==> config.mk <==
export PLATFORM = sky130hd
export DESIGN_NAME = bicolor_matrix_frame_buffer
export DESIGN_NICKNAME = d
export VERILOG_FILES = /design/src/hw/rtl/bmfb_pkg.sv /design/src/hw/rtl/bicolor_matrix_frame_buffer.sv
export SDC_FILE = /design/constraint.sdc
export NUM_CORES = 1
export LEC_CHECK = 0
export BUFFER_PORTS_ARGS = -buffer_cell sky130_fd_sc_hd__buf_2
export CAP_MARGIN = 15
export CORE_MARGIN = 3
export CORE_UTILIZATION = 61
export DETAILED_ROUTE_END_ITERATION = 8
export HOLD_SLACK_MARGIN = 0.03
export PLACE_DENSITY = 0.75
export SLEW_MARGIN = 20
export SYNTH_ARGS = -nofsm -noshare
export SYNTH_HDL_FRONTEND = slang
export SYNTH_SLANG_ARGS = --single-unit
==> constraint.sdc <==
create_clock -name clk -period 3.87 [get_ports clk]
set_input_delay 0.1935 -clock clk [delete_from_list [all_inputs] [get_ports clk]]
set_output_delay 0.1935 -clock clk [all_outputs]
set_load 0.01 [all_outputs]
==> src/hw/rtl/bmfb_pkg.sv <==
// Shared types and constants for the bicolor matrix frame buffer.
// Holds operation codes and fixed widths; no dependencies.
`timescale 1ns / 1ps
`default_nettype none
package bmfb_pkg;

  localparam int KIND_W   = 3;
  localparam int INDEX_W  = 3;
  localparam int COLOR_W  = 2;
  localparam int WORD_W   = 16;
  localparam int DRIVE_W  = 8;
  localparam int ADDR_W   = 4;
  localparam int MEM_DEPTH = 16;
  localparam int SHIFT_W  = 4;
  localparam int HALF_W   = 8;

  typedef logic [KIND_W-1:0] kind_t;

  localparam kind_t KIND_WRPIX   = 3'd0;
  localparam kind_t KIND_RDPIX   = 3'd1;
  localparam kind_t KIND_CLEAR   = 3'd2;
  localparam kind_t KIND_SWAP    = 3'd3;
  localparam kind_t KIND_WRCOL   = 3'd4;
  localparam kind_t KIND_RDBACK  = 3'd5;
  localparam kind_t KIND_RDFRONT = 3'd6;
  localparam kind_t KIND_DRIVE   = 3'd7;

endpackage
`default_nettype wire

==> src/hw/rtl/bicolor_matrix_frame_buffer.sv <==
// Single-beat operations give one output beat; a write pixel within range first does a read-
// modify-write, a swap with copy reads and then writes each column of the new front bank into
// the back bank in turn, and a column drive gives seventeen beats: sixteen shift, one latch.
// Throughput: one item at a time; a new item is taken once the previous one has produced
// its last beat into the output register. Reset clears all words (valid bits), makes
// bank one the front bank and zeroes the column drive register.
`timescale 1ns / 1ps
`default_nettype none
module bicolor_matrix_frame_buffer #(
  parameter int COLUMNS = 8,
  parameter int ROWS    = 8
) (
  input  wire logic                          clk,
  input  wire logic                          rst,
  input  wire logic                          in_valid,
  output logic                               in_stall,
  input  wire logic [bmfb_pkg::KIND_W-1:0]   kind,
  input  wire logic [bmfb_pkg::INDEX_W-1:0]  column,
  input  wire logic [bmfb_pkg::INDEX_W-1:0]  row,
  input  wire logic [bmfb_pkg::COLOR_W-1:0]  color,
  input  wire logic                          inherit,
  input  wire logic [bmfb_pkg::WORD_W-1:0]   word_in,
  output logic                               out_valid,
  input  wire logic                          out_stall,
  output logic [bmfb_pkg::COLOR_W-1:0]       color_out,
  output logic [bmfb_pkg::WORD_W-1:0]        word_out,
  output logic                               serial_bit,
  output logic                               latch,
  output logic [bmfb_pkg::DRIVE_W-1:0]       column_drive,
  output logic                               last
);
  import bmfb_pkg::*;

  localparam logic [2:0] S_IDLE  = 3'd0;
  localparam logic [2:0] S_RMW   = 3'd1;
  localparam logic [2:0] S_EMIT  = 3'd2;
  localparam logic [2:0] S_CPRD  = 3'd3;
  localparam logic [2:0] S_CPWR  = 3'd4;
  localparam logic [2:0] S_SHIFT = 3'd5;
  localparam logic [2:0] S_LATCH = 3'd6;

  logic [2:0]           state;
  logic [SHIFT_W-1:0]   cnt;
  kind_t                op;
  logic [INDEX_W-1:0]   col;
  logic [INDEX_W-1:0]   rw;
  logic [COLOR_W-1:0]   pix;
  logic [WORD_W-1:0]    word;
  logic                 col_ok;
  logic                 row_ok;
  logic                 front_select;
  logic [DRIVE_W-1:0]   drive_reg;

  logic [WORD_W-1:0]    mem [MEM_DEPTH];
  logic [MEM_DEPTH-1:0] vld;
  logic [WORD_W-1:0]    rd_data;
  logic                 rd_vld;
  logic [ADDR_W-1:0]    raddr;
  logic [ADDR_W-1:0]    waddr;
  logic [WORD_W-1:0]    wdata;
  logic                 we;

  logic                 accept;
  logic                 out_free;
  logic                 emit;
  logic                 in_col_ok;
  logic                 in_row_ok;
  logic [WORD_W-1:0]    cur;
  logic [WORD_W-1:0]    lo_mask;
  logic [WORD_W-1:0]    hi_mask;
  logic [WORD_W-1:0]    pix_word;

  assign accept    = in_valid && !in_stall;
  assign in_stall  = (state != S_IDLE);
  assign out_free  = !out_valid || !out_stall;
  assign emit      = out_free && (state == S_EMIT || state == S_SHIFT || state == S_LATCH);
  assign in_col_ok = ({1'b0, column} < 4'(COLUMNS));
  assign in_row_ok = ({1'b0, row} < 4'(ROWS));
  assign cur       = rd_vld ? rd_data : '0;
  assign lo_mask   = 16'(1) << rw;
  assign hi_mask   = 16'(1) << ({1'b0, rw} + 4'(HALF_W));

  always_comb begin
    pix_word = cur & ~(lo_mask | hi_mask);
    if (pix[1]) begin
      pix_word = pix_word | hi_mask;
    end
    if (pix[0]) begin
      pix_word = pix_word | lo_mask;
    end
  end

  always_comb begin
    unique case (state)
      S_IDLE: begin
        raddr = (kind == KIND_RDFRONT) ? {front_select, column} : {~front_select, column};
      end
      S_CPRD: raddr = {front_select, cnt[INDEX_W-1:0]};
      default: raddr = (op == KIND_RDFRONT) ? {front_select, col} : {~front_select, col};
    endcase
  end

  always_comb begin
    we    = 1'b0;
    waddr = {~front_select, col};
    wdata = word;
    unique case (state)
      S_IDLE: begin
        we    = accept && (kind == KIND_WRCOL) && in_col_ok;
        waddr = {~front_select, column};
        wdata = word_in;
      end
      S_RMW: begin
        we    = 1'b1;
        wdata = pix_word;
      end
      S_CPWR: begin
        we    = 1'b1;
        waddr = {~front_select, cnt[INDEX_W-1:0]};
        wdata = cur;
      end
      default: we = 1'b0;
    endcase
  end

  always_ff @(posedge clk) begin
    if (we) begin
      mem[waddr] <= wdata;
    end
    rd_data <= mem[raddr];
  end

  always_ff @(posedge clk) begin
    if (rst) begin
      vld    <= '0;
      rd_vld <= 1'b0;
    end else begin
      rd_vld <= vld[raddr];
      if (we) begin
        vld[waddr] <= 1'b1;
      end
      if (accept && kind == KIND_CLEAR) begin
        for (int i = 0; i < HALF_W; i++) begin
          vld[{~front_select, INDEX_W'(i)}] <= 1'b0;
        end
      end
    end
  end

  always_ff @(posedge clk) begin
    if (accept) begin
      op     <= kind;
      col    <= column;
      rw     <= row;
      pix    <= color;
      word   <= word_in;
      col_ok <= in_col_ok;
      row_ok <= in_row_ok;
    end
  end

  always_ff @(posedge clk) begin
    if (rst) begin
      state        <= S_IDLE;
      cnt          <= '0;
      front_select <= 1'b1;
      drive_reg    <= '0;
      out_valid    <= 1'b0;
      color_out    <= '0;
      word_out     <= '0;
      serial_bit   <= 1'b0;
      latch        <= 1'b0;
      column_drive <= '0;
      last         <= 1'b0;
    end else begin
      if (emit) begin
        out_valid <= 1'b1;
      end else if (!out_stall) begin
        out_valid <= 1'b0;
      end
      unique case (state)
        S_IDLE: begin
          cnt <= '0;
          if (accept) begin
            unique case (kind)
              KIND_WRPIX: state <= (in_col_ok && in_row_ok) ? S_RMW : S_EMIT;
              KIND_SWAP: begin
                front_select <= ~front_select;
                state        <= inherit ? S_CPRD : S_EMIT;
              end
              KIND_DRIVE: state <= S_SHIFT;
              default: state <= S_EMIT;
            endcase
          end
        end
        S_RMW: state <= S_EMIT;
        S_CPRD: state <= S_CPWR;
        S_CPWR: begin
          cnt <= cnt + 1'b1;
          if (cnt[INDEX_W-1:0] == INDEX_W'(COLUMNS - 1)) begin
            state <= S_EMIT;
          end else begin
            state <= S_CPRD;
          end
        end
        S_EMIT: begin
          if (out_free) begin
            color_out    <= '0;
            word_out     <= '0;
            serial_bit   <= 1'b0;
            latch        <= 1'b0;
            column_drive <= drive_reg;
            last         <= 1'b1;
            if (op == KIND_RDPIX && col_ok && row_ok) begin
              color_out <= {cur[{1'b0, rw} + 4'(HALF_W)], cur[rw]};
            end
            if ((op == KIND_RDBACK || op == KIND_RDFRONT) && col_ok) begin
              word_out <= cur;
            end
            state <= S_IDLE;
          end
        end
        S_SHIFT: begin
          if (out_free) begin
            color_out    <= '0;
            word_out     <= '0;
            serial_bit   <= ~word[cnt];
            latch        <= 1'b0;
            column_drive <= drive_reg;
            last         <= 1'b0;
            cnt          <= cnt + 1'b1;
            if (cnt == '1) begin
              state <= S_LATCH;
            end
          end
        end
        S_LATCH: begin
          if (out_free) begin
            color_out    <= '0;
            word_out     <= '0;
            serial_bit   <= 1'b0;
            latch        <= 1'b1;
            column_drive <= DRIVE_W'(1) << col;
            drive_reg    <= DRIVE_W'(1) << col;
            last         <= 1'b1;
            state        <= S_IDLE;
          end
        end
        default: state <= S_IDLE;
      endcase
    end
  end

  a_latch_onehot: assert property (@(posedge clk) disable iff (rst)
    out_valid && latch |-> $onehot(column_drive) && last && !serial_bit)
    else $error("latch beat malformed");

  a_shift_not_last: assert property (@(posedge clk) disable iff (rst)
    out_valid && serial_bit |-> !last && !latch && (word_out == '0))
    else $error("shift beat malformed");

  a_accept_busy: assert property (@(posedge clk) disable iff (rst)
    accept |=> (state != S_IDLE))
    else $error("accepted item did not start");

  a_drive_tracks: assert property (@(posedge clk) disable iff (rst)
    state == S_LATCH && out_free |=> drive_reg == column_drive)
    else $error("drive register out of step with port");

endmodule
`default_nettype wire

==> results of run 1 <==
stage by stage:
stage / std cells / cell area, um^2
2_1_floorplan: 1126 / 15200
3_3_place_gp: 1486 / 16100
3_5_place_dp: 1486 / 16100
4_1_cts: 1578 / 17500
5_1_grt: 1578 / 17500
6_report: 1578 / 17500
worst reg2reg max path: stages (launching register included):
cell and delay [ps]:
dfxtp_1 740, nor2b_1 620, a221oi_2 170, and2_1 360
nor3_4 850, a22oi_1 300, o221ai_1 160
cell families (layout without fill, tap and decap cells):
family                     Yosys count  in the layout  share of synthesized area (%)
adders and majority gates            2              2                          0.164
DFF                                362            362                           66.2
xor gates and xnor gates             6              6                          0.345
AOI/OAI and AO/OA                  258            258                           10.9
and+or+nand+nor                    241            241                           7.27
muxes                              178            178                           12.7
buffers and inverters               79            207                           2.46
layout by cell type, fill, tap and decap left out, types with 10 or more instances in the layout:
cell and count:
a31oi_1 18, o221ai_1 15, edfxtp_1 283, buf_4 39, dlygate4sd3_1 27, nor3_1 16
o21ai_0 44, dfxtp_1 78, nor2_2 10, mux2_2 31, a22oi_1 18, clkbuf_16 37
buf_2 62, mux2i_1 133, nand2_1 57, nor2_1 103, o21a_1 10, a21oi_1 94
a32oi_1 16, clkbuf_1 11
final cells by class:
cell class / instances / area (um^2)
Inverter: 6 / 22.5
Clock inverter: 12 / 139
Multi-Input combinational cell: 685 / 4830
Timing Repair Buffer: 136 / 1030
Tap cell: 324 / 405
Clock buffer: 53 / 1040
Fill cell: 1609 / 6920
Sequential cell: 362 / 10100
repair_timing:
action                     4_1_cts  5_1_grt
setup endpoints to repair        0        0
hold endpoints to repair        27        0
hold buffers                    27        0
per-layer routing:
layer,up-vias,share of wire (%),wire length (um),track usage [%]
li1,4513,-,-,-
met4,0,1.9,666,6.50
met1,4952,42,15300,39.5
met3,56,8.7,3120,3.86
met2,493,47,16900,42.9
met5,-,0,0,0
power by group:
group	internal (mW)	switching (mW)
Combinational	0.653	1.02
Sequential	4.49	0.235
Clock	2.06	1.39
Total	7.20	2.64
final timing paths:
kind | start | end
worst min-delay path | out_stall | column_drive[2]$_SDFFE_PP0P_
worst max register to register | state[1]$_SDFFE_PP0P_ | rd_data[0]$_DFF_P_
worst min register to register | latch$_SDFFE_PP0P_ | latch$_SDFFE_PP0P_
worst max-delay path | state[1]$_SDFFE_PP0P_ | rd_data[0]$_DFF_P_
==> results.toml, run 1 <==
[run_status]
status = "completed"

[cts]
post-cts-setup-buffers = 0
cts_made_buffers = 36
cts_resized = 0
htreeDepth = 2
cts_tree = "done"
clk-insertion-delay-late_ps = 520
cts_buffer_depth = 3
root_buffer = "clkbuf_16"
cts_num_sinks = 362
clk_pin_slew_ps = 60

[logic_synthesis]
synthesis.nets = 1160
synth.top_cell.area_share_pct = 55.8
synth_seq_cells = 362
synth_cells = 1126
async_flop_share_pct = 0
yosys.area.top_type = "edfxtp_1"
synth-edff-count = 283
ys_top_cells_by_count = "edfxtp_1 (283), mux2i_1 (133), nor2_1 (113), a21oi_1 (94), dfxtp_1 (79)"
ys_seq_area_share_pct = 66.2
yosys.cell_types.count = 63
synth.area.top_cells = "edfxtp_1 (56%), dfxtp_1 (10%), mux2i_1 (8.7%), a21oi_1 (3.1%), nor2_1 (2.8%)"
yosys.cell_count.top_type = "edfxtp_1"
synth_area_mm2 = 0.0152
syn_area_per_cell_um2 = 13.5
ys_warn_count = 0
synth_top_flop_cell = "edfxtp_1"

[setup_path]
cp_slowest_cell = "nor3_4"
reg2reg_slack_ps = 580
cp-end-kind = "flip-flop"
crit_path_max_fanout = 21
crit_cells = 6
cp_num_buf_inv = 0
path_delay_family = "simple AND/OR/NAND/NOR gates"
cp.required_ps = 4300
path_cells = "nor2b_1, a221oi_2, and2_1, nor3_4, a22oi_1, o221ai_1"
start_kind = "flip-flop"
crit_type = "reg -> reg"
cpPeakStageDelay_ps = 850
r2r_cells = 6
cp_data_arrival_time_ps = 3720

[floorplanning]
ios = 63
die_area_mm2 = 0.0269
initial_core_util_pct = 62.3
chipHeight_um = 164
die_w_um = 164
core-area_mm2 = 0.0245
num_rows = 57

[route]
post-route-drc-count = 0
ant_nets = 0
first_pass_iters = 6
viasPerCell = 6.35
vias = 10014
wl_per_cell_um = 22.8
drtIter0Drc = 1065
wirelength_um = 35900

[timing]
hold_violations = 0
fin_crit_sh_pct = 85.1
fmax_mhz = 304
layout_setup_ws_ps = 578
slew_headroom_pct = 25.9
slew_viol_final = 0
timing.hold.ws_ps = 126
setup_viol = 0
min_period_ps = 3290
finalSetupTns_ps = 0
worst_pin_slew_ps = 1110
rsz0062_at_grt = "no"
skew_ps = 13.3

[pwr]
power_mw = 9.84
powerDensity_mw_per_mm2 = 561
p_leak_nw = 6.30
peakVddDrop_v = 0.000365

[grt]
grt_max_degree = 52
grt_pass1_vias = 9576
grt_usage_pct = 26.8
grt_remaining_overflow = 0
grt_pass1_wl_um = 55000
antenna_found_initial = 0

[placed_design]
post-dp-hpwl_um = 22200
routabilityCongestion = 0.860
dp_slack_ps = 700
io_buffers = 62

[final_layout]
antennaDiodeCount = 0
largest_reg_flops = 256
utilization_pct = 71.7
regMostFlops = "mem"
areaGrowthSynthToFinish_pct = 15.2
nNetsFinal = 1261
drive_gt1_share_pct = 18.0

[hold_path]
holdPathStages = 4
hold_path.class = "in -> reg"

[run]
cap_violations = 0
Power figures use the tool's default switching activity.
==> run 2, diff against run 1 <==
--- a/config.mk
+++ b/config.mk
@@ -8,10 +8,10 @@
 export BUFFER_PORTS_ARGS = -buffer_cell sky130_fd_sc_hd__buf_2
 export CAP_MARGIN = 15
 export CORE_MARGIN = 3
-export CORE_UTILIZATION = 61
+export CORE_UTILIZATION = 65
 export DETAILED_ROUTE_END_ITERATION = 8
 export HOLD_SLACK_MARGIN = 0.03
-export PLACE_DENSITY = 0.75
+export PLACE_DENSITY = 0.79
 export SLEW_MARGIN = 20
 export SYNTH_ARGS = -nofsm -noshare
 export SYNTH_HDL_FRONTEND = slang
==> constraint.sdc (replaced) <==
create_clock -name clk -period 4.1 [get_ports clk]
set_input_delay 0.205 -clock clk [delete_from_list [all_inputs] [get_ports clk]]
set_output_delay 0.205 -clock clk [all_outputs]
set_load 0.01 [all_outputs]
==> results.toml, run 2 (same netlist as run 1, synthesis figures left out) <==
[run_status]
status = "completed"

[cts]
clk-insertion-delay-late_ps = 530
htreeDepth = 2
cts_num_sinks = 362
clk_pin_slew_ps = 60
root_buffer = "clkbuf_16"
post-cts-setup-buffers = 0
cts_made_buffers = 36
cts_buffer_depth = 3
cts_tree = "done"

[setup_path]
crit_path_max_fanout = 30
cp.required_ps = 4440
cp-end-kind = "flip-flop"
reg2reg_slack_ps = 1290
crit_type = "reg -> reg"
cp_data_arrival_time_ps = 3160
start_kind = "flip-flop"
r2r_cells = 7

[floorplanning]
initial_core_util_pct = 66.7
chipHeight_um = 159
core-area_mm2 = 0.0228
num_rows = 55
die_area_mm2 = 0.0253
ios = 63
die_w_um = 159

[grt]
grt_max_degree = 53
grt_remaining_overflow = 0
grt_pass1_vias = 9871
antenna_found_initial = 0
grt_usage_pct = 28.3
grt_pass1_wl_um = 56000

[final_layout]
antennaDiodeCount = 0
largest_reg_flops = 256
layout.cells.most_common = "edfxtp_1"
nNetsFinal = 1266
drive_gt1_share_pct = 19.1
areaGrowthSynthToFinish_pct = 14.7
fin_area_mm2 = 0.0175
layout_common_cells = "edfxtp_1 (283), mux2i_1 (133), nor2_1 (99)"
regMostFlops = "mem"

[hold_path]
hold_path.class = "in -> reg"
holdPathStages = 4

[timing]
worst_pin_slew_ps = 942
rsz0062_at_grt = "no"
slew_viol_final = 0
hold_violations = 0
fin_crit_sh_pct = 68.7
min_period_ps = 2810
fmax_mhz = 355
slew_headroom_pct = 37.2
skew_ps = 29.2
finalSetupTns_ps = 0
setup_viol = 0

[placed_design]
routabilityCongestion = 0.884
post-dp-hpwl_um = 22300
place_area_mm2 = 0.0160
io_buffers = 62

[pwr]
peakVddDrop_v = 0.000379
p_leak_nw = 6.29
powerDensity_mw_per_mm2 = 525

[route]
viasPerCell = 6.41
wl_per_cell_um = 22.9
ant_nets = 0
vias = 10074
wirelength_um = 36000
drtIter0Drc = 1323
first_pass_iters = 8
post-route-drc-count = 0

[run]
cap_violations = 0
run 2: what timing repair did:
action / 4_1_cts / 5_1_grt
hold endpoints to repair: 27 / 0
hold buffers: 27 / 0
gates resized for setup: 0 / 0
run 2: routing by layer:
| layer | share of wire (%) | track usage, % | vias to the layer above |
|---|---|---|---|
| met1 | 40 | 39.8 | 4937 |
| met3 | 9.2 | 5.07 | 92 |
| met5 | 0 | 0 | - |
| met2 | 47 | 44.8 | 512 |
| met4 | 3.7 | 10.5 | 0 |
| li1 | - | - | 4533 |
run 2: power breakdown:
part,internal (mW),leakage [nW],total (mW),switching [mW]
sequential,4.23,3.20,4.46,0.231
clock,1.85,0.571,3.19,1.34
combinational,0.593,2.52,1.52,0.927
run 2: path summary, 6_finish.rpt:
check	from	end
max	col[1]$_DFFE_PN_	rd_data[4]$_DFF_P_
min	out_stall	column_drive[1]$_SDFFE_PP0P_
max reg2reg	col[1]$_DFFE_PN_	rd_data[4]$_DFF_P_
min reg2reg	latch$_SDFFE_PP0P_	latch$_SDFFE_PP0P_
run 2: cell type report:
cell class | count | area [um^2]
timing repair buffer | 141 | 983
sequential | 362 | 10100
clock inverter | 22 | 168
inverter | 6 | 22.5
multi-input combinational | 685 | 4840
fill | 1410 | 5380
tap | 313 | 392
clock buffer | 43 | 988
run 2: worst max-delay path, stage by stage (launching register included):
cell	delay [ps]
edfxtp_1	670
nand2_1	150
o21ai_1	110
o221ai_4	360
buf_4	520
mux2_2	390
a21oi_1	230
o221ai_1	180
run 2: per-stage QoR:
step           power (mW)  hold WS, ps  utilization [%]  setup slack [ps]  cells
2_1_floorplan        5.47          304                -              1040   1126
3_3_place_gp         5.97          383             70.2              1340   1480
3_5_place_dp         6.00          383             70.2              1330   1480
4_1_cts              9.17          157             76.5              1300   1572
5_1_grt              9.48          208             76.5              1100   1572
6_report             9.17          178             76.5              1290   1572
==> run 3, diff against run 2 <==
--- a/config.mk
+++ b/config.mk
@@ -8,10 +8,10 @@
 export BUFFER_PORTS_ARGS = -buffer_cell sky130_fd_sc_hd__buf_2
 export CAP_MARGIN = 15
 export CORE_MARGIN = 3
-export CORE_UTILIZATION = 65
+export CORE_UTILIZATION = 61
 export DETAILED_ROUTE_END_ITERATION = 8
 export HOLD_SLACK_MARGIN = 0.03
-export PLACE_DENSITY = 0.79
+export PLACE_DENSITY = 0.75
 export SLEW_MARGIN = 20
 export SYNTH_ARGS = -nofsm -noshare
 export SYNTH_HDL_FRONTEND = slang
==> constraint.sdc (replaced) <==
create_clock -name clk -period 2.9 [get_ports clk]
set_input_delay 0.145 -clock clk [delete_from_list [all_inputs] [get_ports clk]]
set_output_delay 0.145 -clock clk [all_outputs]
set_load 0.01 [all_outputs]
==> results.toml, run 3 (same netlist as run 1, synthesis figures left out) <==
[final_layout]
drive_gt1_share_pct = 18.8
fill_cells = 1588
fin_area_mm2 = 0.0176
largest_reg_flops = 256
regMostFlops = "mem"
layout.cells.most_common = "edfxtp_1"
nNetsFinal = 1278
antennaDiodeCount = 0
layout_common_cells = "edfxtp_1 (283), mux2i_1 (133), nor2_1 (103)"
areaGrowthSynthToFinish_pct = 15.5

[route]
vias = 9988
routed.top_layer = "met4"
met1Wirelength_um = 15600
ant_nets = 0
met2_length_um = 16500
post-route-drc-count = 0
route.met3.wl_um = 2760
wirelength_um = 35800
drtIter0Drc = 1222
viasPerCell = 6.26
first_pass_iters = 5
wl_per_cell_um = 22.4

[floorplanning]
die_area_mm2 = 0.0269
chipHeight_um = 164
core-area_mm2 = 0.0245
ios = 63
die_w_um = 164
num_rows = 57
initial_core_util_pct = 62.3

[cts]
cts_tree = "done"
clk-insertion-delay-late_ps = 520
cts_made_buffers = 37
cts_num_sinks = 362
ctsHoldBuffers = 28
htreeDepth = 2
clk_pin_slew_ps = 60
post-cts-setup-buffers = 0
cts_buffer_depth = 3
cts_resized = 0
root_buffer = "clkbuf_16"

[hold_path]
holdPathStages = 4
worstHoldStart = "out_stall"
hold_path.class = "in -> reg"
worst_hold_path.endpoint = "column_drive[2]$_SDFFE_PP0P_"

[pwr]
peakVddDrop_v = 0.000547
powerDensity_mw_per_mm2 = 739
power_mw = 13.0
p_leak_nw = 6.35

[timing]
worst_pin_slew_ps = 873
min_period_ps = 2680
slew_headroom_pct = 41.7
timing.hold.ws_ps = 91.2
finalSetupTns_ps = 0
setup_viol = 0
fin_crit_sh_pct = 92.4
layout_setup_ws_ps = 219
fmax_mhz = 373
rsz0062_at_grt = "no"
hold_violations = 0
skew_ps = 11.9
slew_viol_final = 0

[placed_design]
place_area_mm2 = 0.0162
io_buffers = 62
dp_slack_ps = 233
routabilityCongestion = 0.885
post-dp-hpwl_um = 22900

[setup_path]
cp-end-kind = "flip-flop"
cp.required_ps = 3270
cp_data_arrival_time_ps = 3050
r2r_cells = 7
start_kind = "flip-flop"
crit_path_max_fanout = 59
reg2reg_slack_ps = 220
r2r-end = "rd_data[4]$_DFF_P_"
crit_type = "reg -> reg"
timing.rr.start = "state[2]$_SDFFE_PP0P_"

[run_status]
status = "completed"

[grt]
grt_pass1_wl_um = 55000
antenna_found_initial = 0
grt_remaining_overflow = 0
grt_usage_pct = 26.7
grt_pass1_vias = 9596
grt_max_degree = 60

[run]
cap_violations = 0
[run 3: final cells by class]
| class | instances | area [um^2] | area share (%) |
|---|---|---|---|
| flip-flops and latches | 362 | 10100 | 57.3 |
| multi-input cells | 685 | 4830 | 27.4 |
| repair buffers | 152 | 1130 | 6.43 |
| clock buffers | 55 | 1080 | 6.12 |
| well taps | 324 | 405 | 2.30 |
| clock inverters | 12 | 57.6 | 0.327 |
| inverters | 6 | 22.5 | 0.128 |
[run 3: metal layers]
layer	GRT usage (%)	up-vias
li1	-	4566
met1	38.9	4923
met2	42.0	427
met3	4.72	72
met4	7.50	0
met5	0	-
[run 3: how the worst max path moves through the flow]
stage | from | end | slack, ps | cells past startpoint
2_1_floorplan | state[1]$_SDFFE_PP0P_ | flip-flop | 330 | 8
3_3_place_gp | state[2]$_SDFFE_PP0P_ | rd_data[0]$_DFF_P_ | 320 | 7
3_5_place_dp | state[2]$_SDFFE_PP0P_ | rd_data[4]$_DFF_P_ | 230 | 7
4_1_cts | state[2]$_SDFFE_PP0P_ | rd_data[4]$_DFF_P_ | 220 | 7
5_1_grt | state[0]$_SDFFE_PP0P_ | mem[15][2]$_DFFE_PP_ | 80 | 7
6_report | state[2]$_SDFFE_PP0P_ | rd_data[4]$_DFF_P_ | 220 | 7
[run 3: worst max-delay path: stages, from the launching register on]
cell and delay [ps]:
dfxtp_2 600, inv_2 170, o221ai_4 310, buf_12 370, buf_4 250, mux2_2 340
a21oi_1 280, o221ai_1 170
[run 3: per-stage QoR]
| step | util, % | instances |
|---|---|---|
| 2_1_floorplan | - | 1126 |
| 3_3_place_gp | 66.2 | 1501 |
| 3_5_place_dp | 66.2 | 1501 |
| 4_1_cts | 72.0 | 1596 |
| 5_1_grt | 72.0 | 1596 |
| 6_report | 72.0 | 1596 |
[run 3: power by group]
part | switching (mW) | internal (mW) | total [mW] | leakage, nW
combinational | 1.39 | 0.889 | 2.28 | 2.60
clock | 1.88 | 2.57 | 4.45 | 0.555
sequential | 0.303 | 5.99 | 6.29 | 3.20
